[src/nfz4_pkg.sv]
// Shared types, constants and saturating helpers for the z^4-1 Newton pixel core.
`default_nettype none
package nfz4_pkg;

    localparam int FRAC_BITS_DEF = 28;
    localparam int IFRAC         = 56;

    localparam logic signed [63:0] ONE_Q = 64'sh0100_0000_0000_0000;
    localparam logic signed [63:0] SMAX  = 64'sh7FFF_FFFF_FFFF_FFFF;
    localparam logic signed [63:0] SMIN  = 64'sh8000_0000_0000_0000;

    localparam logic [7:0]  LIMIT_RST = 8'd50;
    localparam logic [31:0] CONV_RST  = 32'd16;
    localparam logic [31:0] TOL_RST   = 32'd16;

    localparam logic [4:0] PC_EVAL = 5'd0;
    localparam logic [4:0] PC_NUM  = 5'd12;
    localparam logic [4:0] PC_NORM = 5'd18;
    localparam logic [4:0] PC_ROOT = 5'd20;

    typedef enum logic [1:0] {
        CFG_LIMIT = 2'd0,
        CFG_CONV  = 2'd1,
        CFG_TOL   = 2'd2
    } t_cfg_idx;

    typedef struct packed {
        logic [7:0]  limit;
        logic [31:0] conv;
        logic [31:0] tol;
    } t_cfg;

    typedef struct packed {
        logic signed [63:0] re;
        logic signed [63:0] im;
    } t_pt;

    typedef struct packed {
        logic [1:0] root_index;
        logic       found;
        logic [7:0] iteration_count;
    } t_res;

    typedef enum logic [3:0] {
        OP_ZR, OP_ZI, OP_Z2R, OP_Z2I, OP_Z3R, OP_Z3I,
        OP_FR, OP_FI, OP_DR, OP_DI, OP_ER, OP_EI
    } t_opnd;

    typedef enum logic [1:0] {ACC_LOAD, ACC_ADD, ACC_SUB} t_accop;

    typedef enum logic [3:0] {
        WB_NONE, WB_Z2R, WB_Z2I, WB_Z3R, WB_Z3I, WB_FR, WB_FI, WB_DEN, WB_NR, WB_NI
    } t_wb;

    typedef struct packed {
        t_opnd  a;
        t_opnd  b;
        t_accop op;
        t_wb    wb;
        logic   last;
    } t_uop;

    typedef enum logic [3:0] {
        S_IDLE, S_EVAL1, S_CHECK, S_NUM, S_DIV, S_EVAL2,
        S_NORM, S_NCHK, S_RSUB, S_ROOT, S_RCHK, S_DONE
    } t_state;

    function automatic logic signed [63:0] sat65(input logic signed [64:0] w);
        if (w[64] == w[63]) return w[63:0];
        return w[64] ? SMIN : SMAX;
    endfunction

    function automatic logic signed [63:0] s_add(input logic signed [63:0] a,
                                                 input logic signed [63:0] b);
        logic signed [64:0] w;
        w = {a[63], a} + {b[63], b};
        return sat65(w);
    endfunction

    function automatic logic signed [63:0] s_sub(input logic signed [63:0] a,
                                                 input logic signed [63:0] b);
        logic signed [64:0] w;
        w = {a[63], a} - {b[63], b};
        return sat65(w);
    endfunction

    // arithmetic shift right by 56, then clamp to 64 bits
    function automatic logic signed [63:0] sat_q56(input logic [127:0] a);
        if ((&a[127:119]) || (~|a[127:119])) return a[119:56];
        return a[127] ? SMIN : SMAX;
    endfunction

    function automatic logic signed [63:0] sat_x4(input logic signed [63:0] z);
        logic [65:0] w;
        w = {z[63], z[63], z} << 2;
        if ((&w[65:63]) || (~|w[65:63])) return w[63:0];
        return z[63] ? SMIN : SMAX;
    endfunction

    function automatic logic signed [63:0] root_re(input logic [1:0] k);
        case (k)
            2'd0:    return ONE_Q;
            2'd1:    return -ONE_Q;
            default: return 64'sd0;
        endcase
    endfunction

    function automatic logic signed [63:0] root_im(input logic [1:0] k);
        case (k)
            2'd2:    return ONE_Q;
            2'd3:    return -ONE_Q;
            default: return 64'sd0;
        endcase
    endfunction

    // multiply program: eval z^2, z^3, z^4; |f'|^2 and Newton numerators; |f|^2; root distance
    function automatic t_uop uop_rom(input logic [4:0] pc);
        t_uop u;
        case (pc)
            5'd0:  u = '{OP_ZR,  OP_ZR, ACC_LOAD, WB_NONE, 1'b0};
            5'd1:  u = '{OP_ZI,  OP_ZI, ACC_SUB,  WB_Z2R,  1'b0};
            5'd2:  u = '{OP_ZR,  OP_ZI, ACC_LOAD, WB_NONE, 1'b0};
            5'd3:  u = '{OP_ZI,  OP_ZR, ACC_ADD,  WB_Z2I,  1'b0};
            5'd4:  u = '{OP_Z2R, OP_ZR, ACC_LOAD, WB_NONE, 1'b0};
            5'd5:  u = '{OP_Z2I, OP_ZI, ACC_SUB,  WB_Z3R,  1'b0};
            5'd6:  u = '{OP_Z2R, OP_ZI, ACC_LOAD, WB_NONE, 1'b0};
            5'd7:  u = '{OP_Z2I, OP_ZR, ACC_ADD,  WB_Z3I,  1'b0};
            5'd8:  u = '{OP_Z3R, OP_ZR, ACC_LOAD, WB_NONE, 1'b0};
            5'd9:  u = '{OP_Z3I, OP_ZI, ACC_SUB,  WB_FR,   1'b0};
            5'd10: u = '{OP_Z3R, OP_ZI, ACC_LOAD, WB_NONE, 1'b0};
            5'd11: u = '{OP_Z3I, OP_ZR, ACC_ADD,  WB_FI,   1'b1};
            5'd12: u = '{OP_DR,  OP_DR, ACC_LOAD, WB_NONE, 1'b0};
            5'd13: u = '{OP_DI,  OP_DI, ACC_ADD,  WB_DEN,  1'b0};
            5'd14: u = '{OP_FR,  OP_DR, ACC_LOAD, WB_NONE, 1'b0};
            5'd15: u = '{OP_FI,  OP_DI, ACC_ADD,  WB_NR,   1'b0};
            5'd16: u = '{OP_FI,  OP_DR, ACC_LOAD, WB_NONE, 1'b0};
            5'd17: u = '{OP_FR,  OP_DI, ACC_SUB,  WB_NI,   1'b1};
            5'd18: u = '{OP_FR,  OP_FR, ACC_LOAD, WB_NONE, 1'b0};
            5'd19: u = '{OP_FI,  OP_FI, ACC_ADD,  WB_NONE, 1'b1};
            5'd20: u = '{OP_ER,  OP_ER, ACC_LOAD, WB_NONE, 1'b0};
            5'd21: u = '{OP_EI,  OP_EI, ACC_ADD,  WB_NONE, 1'b1};
            default: u = '{OP_ZR, OP_ZR, ACC_LOAD, WB_NONE, 1'b1};
        endcase
        return u;
    endfunction

endpackage
`default_nettype wire

[src/nfz4_front.sv]
// Front end: accepts start points, converts them to Q7.56 and queues them.
`default_nettype none
module nfz4_front
    import nfz4_pkg::*;
#(
    parameter int FRAC_BITS = FRAC_BITS_DEF
) (
    input  wire logic               i_clk,
    input  wire logic               i_rst_n,
    input  wire logic               i_push,
    output logic                    o_full,
    input  wire logic signed [31:0] i_start_re,
    input  wire logic signed [31:0] i_start_im,
    output logic                    o_valid,
    output t_pt                     o_pt,
    input  wire logic               i_pop
);
    localparam int SH = IFRAC - FRAC_BITS;

    function automatic logic signed [63:0] widen(input logic signed [31:0] x);
        logic [95:0] w;
        w = {{64{x[31]}}, x} << SH;
        if ((&w[95:63]) || (~|w[95:63])) return w[63:0];
        return x[31] ? SMIN : SMAX;
    endfunction

    t_pt        r_mem [2];
    logic       r_wr;
    logic       r_rd;
    logic [1:0] r_cnt;
    logic       push_ok;

    assign o_full  = (r_cnt == 2'd2);
    assign o_valid = (r_cnt != 2'd0);
    assign o_pt    = r_mem[r_rd];
    assign push_ok = i_push && !o_full;

    always_ff @(posedge i_clk) begin
        if (push_ok) begin
            r_mem[r_wr] <= '{re: widen(i_start_re), im: widen(i_start_im)};
        end
    end

    always_ff @(posedge i_clk) begin
        if (!i_rst_n) begin
            r_wr  <= 1'b0;
            r_rd  <= 1'b0;
            r_cnt <= 2'd0;
        end else begin
            if (push_ok) r_wr <= ~r_wr;
            if (i_pop)   r_rd <= ~r_rd;
            r_cnt <= r_cnt + {1'b0, push_ok} - {1'b0, i_pop};
        end
    end
endmodule
`default_nettype wire

[config.mk]
export PLATFORM = sky130hd
export DESIGN_NAME = nfz4_front
export DESIGN_NICKNAME = d
export VERILOG_FILES = /design/src/nfz4_pkg.sv /design/src/nfz4_front.sv
export SDC_FILE = /design/constraint.sdc
export NUM_CORES = 1
export LEC_CHECK = 0
export ABC_AREA = 1
export BUFFER_PORTS_ARGS = -buffer_cell sky130_fd_sc_hd__buf_2
export CAP_MARGIN = 20
export CORE_MARGIN = 2
export CORE_UTILIZATION = 40
export CTS_CLUSTER_SIZE = 30
export DETAILED_ROUTE_END_ITERATION = 8
export PLACE_DENSITY = 0.71
export SETUP_SLACK_MARGIN = 0.05
export SKIP_CTS_REPAIR_TIMING = 1
export SYNTH_ARGS = -nofsm -noshare
export SYNTH_HDL_FRONTEND = slang
export SYNTH_SLANG_ARGS = --single-unit
export TNS_END_PERCENT = 30
[constraint.sdc]
create_clock -name i_clk -period 5.3 [get_ports i_clk]
set_input_delay 1.06 -clock i_clk [delete_from_list [all_inputs] [get_ports i_clk]]
set_output_delay 1.06 -clock i_clk [all_outputs]
set_load 0.005 [all_outputs]
; ---- Yosys cells after proc, flatten, opt, wreduce, memory -nomap -nowiden
; Memories as Yosys holds them, arrays and structs flattened. A register that Yosys moved wholly into a read port is not among the register bits.
; Cells that the tools add are included.
; Widths: inputs -> output; s select.
[totals]
input_bits = 68
regBits = 4
memories = 1
word_cells = 23
output_inout_bits = 130
ram_bits = 256
[op_classes]
bitwise_logic = 2
muxes = 11
add_sub_neg = 2
n_reduce_logical = 3
n_eq_ne = 1
[memory_table]
columns = memory, words, width, read_ports, rd_ports_with_merged_regs, write_ports, line
row1 = r_mem, 2, 128, 1, 1, 1, nfz4_front.sv:27  ; t_pt r_mem [2];
[ops]
columns = operator, count
row1 = $mux 64, 6
row2 = $mux 1, 5
row3 = $add 2x1->2, 1
row4 = $eq 2x2->1 const B, 1
row5 = $not 1->1, 2
row6 = $reduce_bool 2->1, 1
row7 = $sub 2x1->2, 1
row8 = $logic_and 1x1->1, 1
row9 = $logic_not 1->1, 1

; ---- Depth between registers and ports, before layout
[logic_depth]
word_depth = 6
depth_mapped = 11
ltp_nobuf = 11

; ---- Worst setup path after synthesis
; No wires, ideal clock.
[synth_path]
path_kind = input to register
start = input port i_push
end = memory r_mem[0][100] (netlist name), enable pin
stages = 2
arrival_ns = 3.803
path_slack_ns = 1.011
path_buffers = 0
path_cell_list = nand2_1 nor2_1
[synth_via]
elab_chain_len = 3
[synth_rtl]
columns = item, line
row1 = "start, declared", nfz4_front.sv:10  ; input wire logic i_push,
row2 = $logic_and 1x1->1, nfz4_front.sv:36  ; assign push_ok = i_push && !o_full;
row3 = $mux 1, nfz4_front.sv:39  ; if (push_ok) begin
row4 = $mux 1 (not written as such), nfz4_front.sv:40  ; r_mem[r_wr] <= '{re: widen(i_start_re), im: widen(i_start_im)};
row5 = "end, declared", nfz4_front.sv:27
; No other way between the ends.

==> qor.yml <==
timing:
  clock.fmax_ghz: 0.297
  hold_viol_final: 0
  setup_viol: 0
  slew_headroom: 0.451
  min_period_ps: 3360
  final.setup.tns_ps: 0
  clock-skew-final_ps: 6.72
  setup_slack_ps: 1940
  fin_crit_sh: 0.634
  slew_viol_final: 0
  rsz0062_at_grt: "no"
  worstMarginPinSlew_ps: 822
global_routing:
  grt_pass1_wl_um: 13100
  antenna_found_initial: 0
  grt_pass1_vias: 2708
  grt_max_degree: 44
  track_usage: 0.122
  grt_remaining_overflow: 0
detailed_routing:
  vias: 2731
  drt-met1-wl_um: 3380
  top_layer: "met4"
  wl_per_cell_um: 14.2
  vias_per_cell: 4.27
  dr_wl_met2_um: 4640
  wl_met3_um: 863
  firstDrtPassIters: 4
  drt-total-wl_um: 9080
  final_antenna_net_count: 0
  drt_iter0_drc: 184
  drc: 0
logic_synthesis:
  yosysUniqueCellTypes: 14
  syn_area_um2: 5640
  ys_warn_count: 0
  yosys-top-cells-area: "edfxtp_1 (68%), mux2_4 (16%), buf_4 (8.5%), buf_12 (2.1%), dfxtp_1 (1.8%)"
  syn_area_per_cell_um2: 18.9
  synth_area_leader_cell: "edfxtp_1"
  ys_seq_area_frac: 0.699
  synthCells: 299
  synth-seq-cells: 133
  netlist.area_leader.share: 0.681
pwr:
  p_total_mw: 2.62
  irDropWorstVdd_v: 0.000173
  power_leakage_nw: 2.81
  powerDensity_nw_per_um2: 390
job:
  cap_viol_max_count: 0
placed_design:
  dp_hpwl_um: 6170
  place_ws_ps: 2320
  place.gp.congestion: 0.672
  placed_area_um2: 6200
  port_buffers: 141
final_layout:
  utilization: 0.486
  drive_above_1_share: 0.512
  n_fill_cell: 1188
  fin_area_um2: 6730
  final_nets: 516
  area_delta_synth_final_pct: 19.2
worst_setup_path:
  worstPathArrival_ps: 2300
  start_kind: "flop"
  worstSetupPathType: "reg2out"
  critical_path_peak_fanout: 43
  required_ps: 4240
  end_kind: "output pin"
die:
  start_util: 0.408
  rows: 43
  ioPinCount: 198
  fp.coreArea_um2: 13800
  dieWidth_um: 123
  dieArea_um2: 15100
  dieHeight_um: 123
clock_tree:
  clk_path_buf_depth: 2
  cts_tree: "yes"
  root_buffer: "clkbuf_16"
  cts.sinks: 133
  path_clk_slew_ps: 50
  clkLatencyLatePin_ps: 410
  h-tree-depth: 4
  numCtsBuffers: 17
run_status:
  status: "finished, final reports clean"
worst_hold_path:
  min_path_type: "reg2reg"
==> where the power goes <==
part	total, mW	internal (mW)	leakage (nW)	switching (mW)
logic	0.301	0.159	1.32	0.142
clock network	1.03	0.628	0.248	0.398
registers	1.30	1.26	1.24	0.0354
==> flip-flops by register name, indices dropped and copies added (netlist names), named ones only <==
signal / count
r_cnt: 2
r_mem: 128
r_wr: 1
r_rd: 1
==> area by class of cell <==
| type | count | area (um2) | area share |
|---|---|---|---|
| Antenna cell | 1 | 2.50 | 0.000372 |
| Clock buffer | 18 | 429 | 0.0638 |
| Clock inverter | 14 | 93.8 | 0.0140 |
| Inverter | 8 | 30.0 | 0.00447 |
| Multi-Input combinational cell | 142 | 1270 | 0.189 |
| Sequential cell | 133 | 3950 | 0.587 |
| Tap cell | 180 | 225 | 0.0335 |
| Timing Repair Buffer | 144 | 728 | 0.108 |
==> critical path, stage by stage, from the launching register on <==
cell and delay, ps:
dfxtp_4 870, buf_4 500, mux2_2 380, buf_2 120
==> synth_stat cells <==
| library cell | instances |
|---|---|
| buf_6 | 1 |
| mux2_2 | 4 |
| conb_1 | 1 |
| edfxtp_1 | 128 |
| nand2_1 | 10 |
| mux2_4 | 60 |
| dfxtp_1 | 5 |
| inv_1 | 8 |
| ha_1 | 2 |
| a21oi_1 | 2 |
| nor2_1 | 6 |
| nand3_1 | 2 |
| buf_4 | 64 |
| buf_12 | 6 |
==> logic make-up after synthesis <==
kind of cell	after synthesis	synth area share
AND/OR/NAND/NOR	18	0.0124
adder cells (fa/ha/maj)	2	0.00444
flip-flops	133	0.699
other	1	0.000665
multiplexers	64	0.168
AO/OA/AOI/OAI	2	0.00177
buffers and inverters	79	0.114
==> placed cells by master (no fill, tap or decap), drive strengths merged, types with 5 or more instances in the layout <==
cell type / netlist / layout
buf: 71 / 144
edfxtp: 128 / 128
mux2: 64 / 64
conb: 1 / 56
clkbuf: 0 / 18
nand2: 10 / 10
clkinv: 0 / 10
inv: 8 / 8
nor2: 6 / 6
dfxtp: 5 / 5
==> per-layer routing <==
layer / GRT usage / vias to the layer above
li1: - / 1278
met4: 0.0647 / 0
met2: 0.209 / 124
met1: 0.123 / 1313
met3: 0.0553 / 16
met5: 0 / -
==> path summary, 6_finish.rpt <==
kind / from / to / slack (ps) / cells after the start
setup reg to reg: r_cnt[0] / r_mem[0][29] / 3080 / 5
setup / recovery: flop / o_pt[106] / 1940 / 3
hold reg to reg: r_rd / r_rd / 540 / 2
hold / removal: r_rd / r_rd / 540 / 2
==> through the flow <==
stage / hold WS (ps) / cells
floorplan: 463 / 354
global placement: 477 / 607
detailed placement: 488 / 607
CTS: 541 / 639
global route: 581 / 639
finish: 543 / 640
Power figures use the tool's default switching activity.
